===== src/design/assert_macros.svh =====
// Assertion macros shared by the mixer RTL.
// Needs signals named clk and rst_n in the scope where a macro is used.
`ifndef ASSERT_MACROS_SVH
`define ASSERT_MACROS_SVH

// The consequent must hold in the same cycle as the antecedent.
`define SVBM_ASSERT_IMP(label, ante, cons, msg) \
  label: assert property (@(posedge clk) disable iff (!rst_n) (ante) |-> (cons)) \
    else $error(msg);

// The consequent must hold in the cycle after the antecedent.
`define SVBM_ASSERT_NXT(label, ante, cons, msg) \
  label: assert property (@(posedge clk) disable iff (!rst_n) (ante) |=> (cons)) \
    else $error(msg);

`endif


===== src/design/svbm_pkg.sv =====
// Shared constants, register codes and payload types of the stereo mixer.
// No dependencies; every design module refers to it by scoped names.
package svbm_pkg;

  // Field and datapath widths.
  localparam int unsigned SAMP_W  = 16;
  localparam int unsigned VOL_W   = 7;
  localparam int unsigned BAL_W   = 8;
  localparam int unsigned CFG_W   = 8;
  localparam int unsigned IDX_W   = 2;
  localparam int unsigned NUM_W   = 24;
  localparam int unsigned MAG_W   = 23;
  localparam int unsigned QUO_W   = 16;
  localparam int unsigned DEN_W   = 8;
  localparam int unsigned COEF_W  = 8;
  localparam int unsigned FRAME_W = 32;

  // Percent scale and the reciprocal used for the divide by one hundred.
  localparam int unsigned PCT_FULL    = 100;
  localparam int unsigned RECIP_SHIFT = 24;
  localparam int unsigned RECIP_W     = 18;
  localparam int unsigned PROD_W      = MAG_W + RECIP_W;
  localparam logic [RECIP_W-1:0] PCT_RECIP = RECIP_W'((1 << RECIP_SHIFT) / PCT_FULL);

  // Register limits and reset values.
  localparam logic [VOL_W-1:0]         VOL_FULL  = VOL_W'(PCT_FULL);
  localparam logic signed [BAL_W-1:0]  BAL_MAX   = 8'sd100;
  localparam logic signed [BAL_W-1:0]  BAL_MIN   = -8'sd100;
  localparam logic signed [BAL_W-1:0]  BAL_ZERO  = 8'sd0;
  localparam logic [COEF_W-1:0]        COEF_FULL = COEF_W'(PCT_FULL);
  localparam logic [COEF_W-1:0]        COEF_NONE = '0;
  localparam logic [DEN_W-1:0]         DEN_FULL  = DEN_W'(PCT_FULL);

  // Stage counts of the pipelined dividers and their lane count.
  localparam int unsigned PCT_NST  = 4;
  localparam int unsigned LDIV_NST = 1 + QUO_W;
  localparam int unsigned LANES    = 2;

  // Configuration register indexes.
  typedef enum logic [IDX_W-1:0] {
    REG_VOLUME  = 2'd0,
    REG_BALANCE = 2'd1,
    REG_MONO    = 2'd2
  } cfg_reg_t;

  // Input frame.
  typedef struct packed {
    logic signed [SAMP_W-1:0] left_sample;
    logic signed [SAMP_W-1:0] right_sample;
  } in_frame_t;

  // Result frame.
  typedef struct packed {
    logic signed [SAMP_W-1:0] left_out;
    logic signed [SAMP_W-1:0] right_out;
    logic [FRAME_W-1:0]       packed_frame;
  } out_frame_t;

  // Volume-scaled products before the divide by one hundred.
  typedef struct packed {
    logic signed [NUM_W-1:0] left;
    logic signed [NUM_W-1:0] right;
  } num_pair_t;

  // Volume-scaled samples.
  typedef struct packed {
    logic signed [SAMP_W-1:0] left;
    logic signed [SAMP_W-1:0] right;
  } samp_pair_t;

  // Balance weights and divisors, derived from the balance register.
  typedef struct packed {
    logic [COEF_W-1:0] self_l;
    logic [COEF_W-1:0] cross_l;
    logic [DEN_W-1:0]  den_l;
    logic [COEF_W-1:0] self_r;
    logic [COEF_W-1:0] cross_r;
    logic [DEN_W-1:0]  den_r;
  } mix_coef_t;

  // Dividend and divisor pairs into the long divider.
  typedef struct packed {
    num_pair_t         num;
    logic [DEN_W-1:0]  den_l;
    logic [DEN_W-1:0]  den_r;
  } div_in_t;

  // One lane of the long divider as it moves from stage to stage.
  typedef struct packed {
    logic [MAG_W-1:0] rem;
    logic [QUO_W-1:0] quo;
    logic [DEN_W-1:0] den;
    logic             neg;
  } ldiv_lane_t;

  // Sign and magnitude of a final quotient.
  typedef struct packed {
    logic [QUO_W-1:0] mag;
    logic             neg;
  } quot_t;

  typedef struct packed {
    quot_t left;
    quot_t right;
  } quot_pair_t;

endpackage


===== src/design/svbm_scale.sv =====
// Input stage: mono selection and multiply of both samples by the volume.
// Depends on svbm_pkg.
module svbm_scale (
  input  logic                  clk,
  input  logic                  rst_n,
  input  logic                  up_valid,
  output logic                  up_ready,
  input  svbm_pkg::in_frame_t   up_data,
  input  logic [svbm_pkg::VOL_W-1:0] vol,
  input  logic                  mono,
  output logic                  dn_valid,
  input  logic                  dn_ready,
  output svbm_pkg::num_pair_t   dn_data
);

  logic                  v_r;
  logic                  adv;
  svbm_pkg::num_pair_t   d_r;
  svbm_pkg::num_pair_t   d_nxt;
  logic signed [svbm_pkg::SAMP_W-1:0] smp_l;
  logic signed [svbm_pkg::SAMP_W-1:0] smp_r;

  // The stage loads when it is empty or its content moves on.
  assign adv      = !v_r || dn_ready;
  assign up_ready = adv;
  assign dn_valid = v_r;
  assign dn_data  = d_r;

  // In mono mode the left sample feeds both channels.
  always_comb begin
    smp_l       = up_data.left_sample;
    smp_r       = mono ? up_data.left_sample : up_data.right_sample;
    d_nxt.left  = svbm_pkg::NUM_W'(smp_l) * svbm_pkg::NUM_W'($signed({1'b0, vol}));
    d_nxt.right = svbm_pkg::NUM_W'(smp_r) * svbm_pkg::NUM_W'($signed({1'b0, vol}));
  end

  always_ff @(posedge clk) begin
    if (!rst_n) begin
      v_r <= 1'b0;
    end else if (adv) begin
      v_r <= up_valid;
    end
  end

  always_ff @(posedge clk) begin
    if (adv) begin
      d_r <= d_nxt;
    end
  end

endmodule


===== config.mk =====
export PLATFORM = sky130hd
export DESIGN_NAME = svbm_scale
export DESIGN_NICKNAME = d
export VERILOG_FILES = /design/src/design/assert_macros.svh /design/src/design/svbm_pkg.sv /design/src/design/svbm_scale.sv
export SDC_FILE = /design/constraint.sdc
export NUM_CORES = 1
export LEC_CHECK = 0
export BUFFER_PORTS_ARGS = -buffer_cell sky130_fd_sc_hd__buf_2
export CELL_PAD_IN_SITES_DETAIL_PLACEMENT = 2
export CELL_PAD_IN_SITES_GLOBAL_PLACEMENT = 2
export CORE_ASPECT_RATIO = 0.7
export CORE_MARGIN = 4
export CORE_UTILIZATION = 40
export DETAILED_ROUTE_END_ITERATION = 8
export PLACE_DENSITY = 0.89
export SETUP_SLACK_MARGIN = 0.05
export SYNTH_ARGS = -nofsm -noshare
export SYNTH_HDL_FRONTEND = slang
export SYNTH_SLANG_ARGS = --single-unit

===== constraint.sdc =====
create_clock -name clk -period 7.6 [get_ports clk]
set_input_delay 0.38 -clock clk [delete_from_list [all_inputs] [get_ports clk]]
set_output_delay 0.38 -clock clk [all_outputs]
set_load 0.1 [all_outputs]

Word level (Yosys, flattened, before mapping)
Cells that the tools add are included.
{"block": "classes", "add_sub_neg": 0, "n_mul": 2, "div_mod_pow": 0, "n_lt_le_gt_ge": 0, "n_eq_ne": 0, "shift": 0, "muxes": 1, "n_bitwise": 0, "n_reduce_logical": 2}
{"cell": "$mul 16x8->24", "count": 2}
{"cell": "$mux 16", "count": 1}
{"cell": "$logic_not 1->1", "count": 1}
{"cell": "$logic_or 1x1->1", "count": 1}
{"block": "totals", "reg_bits": 49, "latchBits": 0, "mem_bits_rw": 0, "romBits": 0, "input_bits": 44, "word_cells": 8, "n_memories": 0}

Logic depth before layout (Yosys ltp)
Gate-level depths: netlist (run 1).
{"block": "depth", "word_depth": 2, "ltp_mapped": 19, "depth_no_buf": 18}

Worst setup path before layout (run 1)
No wires, ideal clock.
{"block": "synth_path", "path_kind": "input -> register", "startpoint": "in mono", "endpoint": "reg d_r, in the netlist dn_data[22] (data pin)", "setup_time_ps": 263, "arrival_time_ps": 5200, "setup_slack_ps": 2137, "cell_stages": 18, "path_buffers": 3, "cell_sequence": "clkbuf_1 buf_1 mux2i_1 nor2b_1 fa_1 fa_1 fa_1 inv_1 fa_1 inv_1 ha_1 clkbuf_1 and4_1 nand3_1 or3_1 nand3_1 a311oi_1 xnor2_1"}
{"item": "start: declaration", "line_no": "svbm_scale.sv:10", "source": "input logic mono,"}
{"item": "end signal: assignment", "line_no": "svbm_scale.sv:47", "source": "d_r <= d_nxt;"}
{"item": "end: declaration", "line_no": "svbm_scale.sv:18", "source": "svbm_pkg::num_pair_t d_r;"}

==> flow_summary.yaml, run 1 <==
status:
  outcome: "complete, no violations"
layout:
  syn_to_final_growth_pct: 9.23
  seq_area_um2: 1460
  final_common_cell: "inv_1"
  multi_input_area_um2: 7780
  final_core_util_pct: 44.9
  layout_common_cells: "inv_1 (231), fa_1 (172), and2_1 (105), ha_1 (98), buf_2 (93)"
  nFillCells: 2732
  antenna_cells: 0
  nets: 1464
  layout-drive-gt1-share_pct: 9.56
synthesis:
  yosysTopAreaCellShare_pct: 33.7
  synthTopCellsByArea: "fa_1 (34%), edfxtp_1 (14%), ha_1 (12%)"
  synthCells: 1077
  syn_avg_cell_area_um2: 9.48
  synthDistinctLibCells: 52
  synth_edf_count: 48
  synth_ff_type: "edfxtp_1"
  ys_warn_count: 0
  synthArstFlopShare_pct: 0
  synth-seq-area-share_pct: 14.3
  synth_nets: 1391
  syn-cell-area_um2: 10200
  ys_seq_elements: 49
  synth_top_area_cell: "fa_1"
global_route:
  grt_overflow: 0
  grtUsageTotal_pct: 22.8
  grt_pass1_wl_um: 50300
  antenna_found_initial: 0
  grt_pass1_vias: 9248
  grt_max_degree: 51
timing:
  holdWs_ns: 0.330
  drv_slew: 0
  max_slew.worst_pin.slew_ns: 0.774
  max_slew_margin_pct: 46.9
  finClkSkew_ns: 0.00831
  fmax_mhz: 176
  rsz0062_at_grt: "no"
  period_share_pct: 74.9
  setup_viol: 0
  min_period_ns: 5.69
  finalHoldViolations: 0
  fin_tns_setup_ns: 0
setup_path:
  crit_path_cell_trace: "buf_2, mux2i_1, nor2b_1, fa_1, fa_1, fa_1, inv_1, fa_1, inv_1, ha_1, nand2_1, nand2_1, o41ai_2, o21bai_1, a31oi_1, o211ai_1"
  crit_start: "mono"
  cp_top_family: "adder cells"
  cp-end-kind: "register"
  path_class: "input pin to register"
  cp.arrival_ns: 5.72
  start_kind: "input pin"
  max_stage_delay_ns: 0.73
  crit_top_cell: "fa_1"
  cp_max_fo: 16
  slowest_stage: "mux2i_1"
  worstPathRequired_ns: 7.62
  worstReg2RegStart: "dn_valid"
  worst-path-buf-inv: 3
clocking:
  cts_setup_buffers: 0
  cts_tree: "done"
  root_buffer: "clkbuf_16"
  cts_max_level: 2
  cts_made_buffers: 5
  cts-resized-gates: 0
  hold_buffers: 0
  clk-insertion-delay-late_ns: 0.31
  clock_path_buffers: 2
  cts.clk_slew.worst_paths_ns: 0.08
  cts_sinks: 49
place:
  routabilityCongestion: 0.803
  io_buffers: 93
  place_hpwl_um: 25500
die:
  start_util_pct: 41.1
  num_rows: 48
  core_area_um2: 24900
  die_w_um: 199
  top_level_ports: 94
  dieArea_um2: 28200
  chipHeight_um: 142
pwr:
  vdd_drop_max_v: 0.000241
  p_leak_nw: 5.56
  power_density_nw_per_um2: 441
routing:
  drc: 0
  ant_nets: 0
  dr.first_iter.drc_count: 271
  viasPerCell: 5.23
  wl_um: 31200
  wl_per_cell_um: 21.2
  num_vias: 7725
  drt_pre_antenna_iters: 4
min_path:
  hp-class: "input pin to register"
  min_from: "rst_n"
flow_run:
  maxCapViolCount: 0
==> final timing paths <==
kind	to	slack (ns)	cells after the start
hold reg to reg	dn_data[24]	1.00	2
setup reg to reg	dn_data[21]	6.26	2
hold / removal	dn_valid	0.33	2
setup / recovery	dn_data[23]	1.91	16
==> area by class of cell <==
cell class / instances / share of cell area (%)
inverter: 231 / 7.77
timing repair buffer: 94 / 4.24
tap: 325 / 3.65
sequential: 49 / 13.1
clock buffer: 5 / 1.12
multi-input combinational: 769 / 69.7
clock inverter: 3 / 0.370
==> state kept, by name (all words and copies together), names as in the netlist <==
name and count:
dn_data 48, dn_valid 1
==> cell usage after synthesis, types with 2 or more instances <==
| cell | count |
|---|---|
| or3_1 | 5 |
| and4_1 | 2 |
| o21bai_1 | 4 |
| a2111oi_0 | 4 |
| a21oi_1 | 36 |
| ha_1 | 98 |
| a31oi_1 | 6 |
| a211oi_1 | 4 |
| o211ai_1 | 6 |
| nand4_1 | 5 |
| a21o_1 | 14 |
| o21a_1 | 8 |
| nand3_1 | 12 |
| nand2_1 | 61 |
| and3_1 | 3 |
| edfxtp_1 | 48 |
| nor4_1 | 2 |
| nand2b_1 | 9 |
| nor2b_1 | 85 |
| o2111a_1 | 2 |
| fa_1 | 172 |
| nor2_1 | 26 |
| xnor2_1 | 32 |
| nor3_1 | 4 |
| clkbuf_1 | 26 |
| inv_1 | 231 |
| mux2_2 | 4 |
| a21boi_0 | 2 |
| o221ai_1 | 2 |
| xor2_1 | 8 |
| mux2i_1 | 13 |
| and2_1 | 105 |
| o21ai_0 | 19 |
==> logic make-up (layout without fill, tap and decap cells) <==
group	Yosys count	in the layout	synth area share [%]
xor+xnor	40	40	3.43
mux	17	17	1.72
fa+ha+maj	270	270	45.7
compound gates	117	117	7.56
buf+inv	259	333	9.53
flops	49	49	14.3
simple gates	325	325	17.7
==> metrics by stage <==
stage	setup WS [ns]	total power, W	area [um^2]	cells
floorplan	2.14	0.00370	10200	1077
global placement	1.98	0.00435	11000	1468
detailed placement	1.64	0.00465	11000	1468
CTS	1.93	0.00495	11200	1476
global route	1.66	0.00534	11200	1476
finish	1.91	0.00491	11200	1476
==> power by group <==
part | switching (W) | total [W] | leakage [nW] | internal [W]
clock | 0.000118 | 0.000273 | 0.0775 | 0.000155
sequential | 0.0000321 | 0.000593 | 0.507 | 0.000561
combinational | 0.00276 | 0.00405 | 4.98 | 0.00129
==> layer usage <==
layer | share of wire, % | vias up | wire length (um) | GRT usage, %
li1 | - | 3516 | - | -
met3 | 3.2 | 37 | 1000 | 2.61
met4 | 1.8 | 0 | 566 | 4.68
met1 | 43 | 4044 | 13400 | 28.7
met5 | 0 | - | 0 | 0
met2 | 52 | 128 | 16300 | 42.2
No activity file was read; power rests on OpenSTA's default activity.
==> run 2, diff against run 1 <==
==> constraint.sdc (replaced) <==
create_clock -name clk -period 5.5 [get_ports clk]
set_input_delay 0.275 -clock clk [delete_from_list [all_inputs] [get_ports clk]]
set_output_delay 0.275 -clock clk [all_outputs]
set_load 0.1 [all_outputs]
==> flow_summary.yaml, run 2 (synthesized netlist as in run 1, its figures left out) <==
place:
  dp_cells: 1487
  routabilityCongestion: 0.812
  dpl_cell_area_um2: 11100
  place_hpwl_um: 27200
  io_buffers: 93
pwr:
  seqPwrFrac_pct: 11.8
  p_comb_share_pct: 82.5
  swShare_pct: 59.5
  vdd_drop_max_v: 0.000256
  p_leak_nw: 5.66
  internal_power_w: 0.00282
  power_frac_clock_pct: 5.8
  p_switching_w: 0.00414
  power_density_nw_per_um2: 615
die:
  start_util_pct: 41.1
  chipHeight_um: 142
  top_level_ports: 94
  core_area_um2: 24900
  dieArea_um2: 28200
  num_rows: 48
  die_w_um: 199
clocking:
  hold_buffers: 0
  clk-insertion-delay-late_ns: 0.32
  clock_path_buffers: 2
  cts_sinks: 49
  cts_tree: "done"
  cts_made_buffers: 5
  cts_max_level: 2
  cts.clk_slew.worst_paths_ns: 0.08
  root_buffer: "clkbuf_16"
setup_path:
  cp_max_fo: 24
  max_stage_delay_ns: 0.57
  crit_top_cell: "fa_1"
  cp_top_family: "adder cells"
  cp-end-kind: "register"
  slowest_stage: "a2111oi_0"
  worst-path-buf-inv: 3
  path_class: "input pin to register"
  start_kind: "input pin"
  cp.arrival_ns: 5.31
  worstPathRequired_ns: 5.56
  crit_path_cell_trace: "buf_2, and2_1, fa_1, fa_1, fa_1, inv_1, fa_1, inv_1, ha_1, a2111oi_0, o21ai_1, nand2_1, o21a_1, nor4b_1, or4_1"
timing:
  fmax_mhz: 191
  min_period_ns: 5.25
  max_slew.worst_pin.slew_ns: 0.734
  drv_slew: 0
  finClkSkew_ns: 0.00611
  setup_viol: 0
  max_slew_margin_pct: 51.1
  period_share_pct: 95.4
  finalHoldViolations: 0
  rsz0062_at_grt: "yes"
min_path:
  hp-class: "input pin to register"
global_route:
  grtUsageTotal_pct: 24.3
  grt_pass1_vias: 9593
  antenna_found_initial: 2
  grt_pass1_wl_um: 52700
  grt_overflow: 0
  grt_max_degree: 51
layout:
  syn_to_final_growth_pct: 10.9
  final_area_um2: 11300
  fin_cells: 1497
  nets: 1483
  layout-drive-gt1-share_pct: 11.1
  layout_common_cells: "inv_1 (231), fa_1 (172), and2_1 (105), ha_1 (98), buf_2 (90)"
  largest_reg_flops: 48
  nFillCells: 2704
  final_common_cell: "inv_1"
routing:
  ant_nets: 0
  dr.first_iter.drc_count: 324
  viasPerCell: 5.32
  drc: 0
  num_vias: 7958
  wl_um: 33400
  drt_pre_antenna_iters: 4
  wl_per_cell_um: 22.3
status:
  outcome: "complete, no violations"
flow_run:
  maxCapViolCount: 0
-- run 2: worst paths after layout --
kind                            slack (ns)  cells after the start          end  startpoint
worst max register to register        4.14                      2  dn_data[41]    dn_valid
worst max-delay path                  0.25                     15  dn_data[46]      vol[2]
worst min register to register        1.01                      2   dn_data[0]    dn_valid
worst min-delay path                  0.20                      3     dn_valid    up_valid
-- run 2: area by class of cell --
cell class                      count  area (um^2)  area share [%]
Timing Repair Buffer              113          623            5.50
Antenna cell                        2         5.00          0.0442
Clock buffer                        6          139            1.23
Inverter                          231          867            7.66
Tap cell                          325          407            3.59
Multi-Input combinational cell    769         7780            68.7
Clock inverter                      2         37.5           0.332
Sequential cell                    49         1460            12.9
-- run 2: power groups by stage --
stage	Sequential (W)	Combinational, W	Clock [W]
after floorplan	0.00205	0.00305	0
after global placement	0.000825	0.00524	0
after detailed placement	0.000829	0.00569	0
after CTS	0.000823	0.00574	0.000403
after global routing	0.000839	0.00629	0.000421
final	0.000820	0.00574	0.000401
-- run 2: timing repair --
action | CTS | global route
setup buffers | 0 | 0
endpoints found under the setup margin | 0 | 8
resized for setup | 0 | 4
hold endpoints to repair | 0 | 0
-- run 2: stage by stage --
step / total power (W) / setup slack (ns) / util [%] / hold slack [ns] / setup TNS, ns
floorplan: 0.00511 / 0.142 / - / 0.414 / 0
global placement: 0.00607 / 0.0201 / 44.8 / 0.526 / 0
detailed placement: 0.00652 / -0.229 / 44.8 / 0.534 / -0.562
CTS: 0.00697 / 0.0884 / 45.5 / 0.199 / 0
global route: 0.00754 / 0.00984 / 45.5 / 0.231 / 0
finish: 0.00697 / 0.254 / 45.5 / 0.200 / 0
-- run 2: worst reg2reg max path, delay by kind of cell, from the launching register on --
family | cells | cell delay [ns]
buffers and inverters | 1 | 0.58
and+or+nand+nor | 1 | 0.06
DFF | 1 | 0.33
-- run 2: layer usage --
layer  part of all wire [%]  track usage [%]  vias up
met2                     53             45.2      152
met1                     42             29.5     4194
li1                       -                -     3552
met4                    3.0             7.55        0
met5                      0                0        -
met3                    2.8             2.56       60
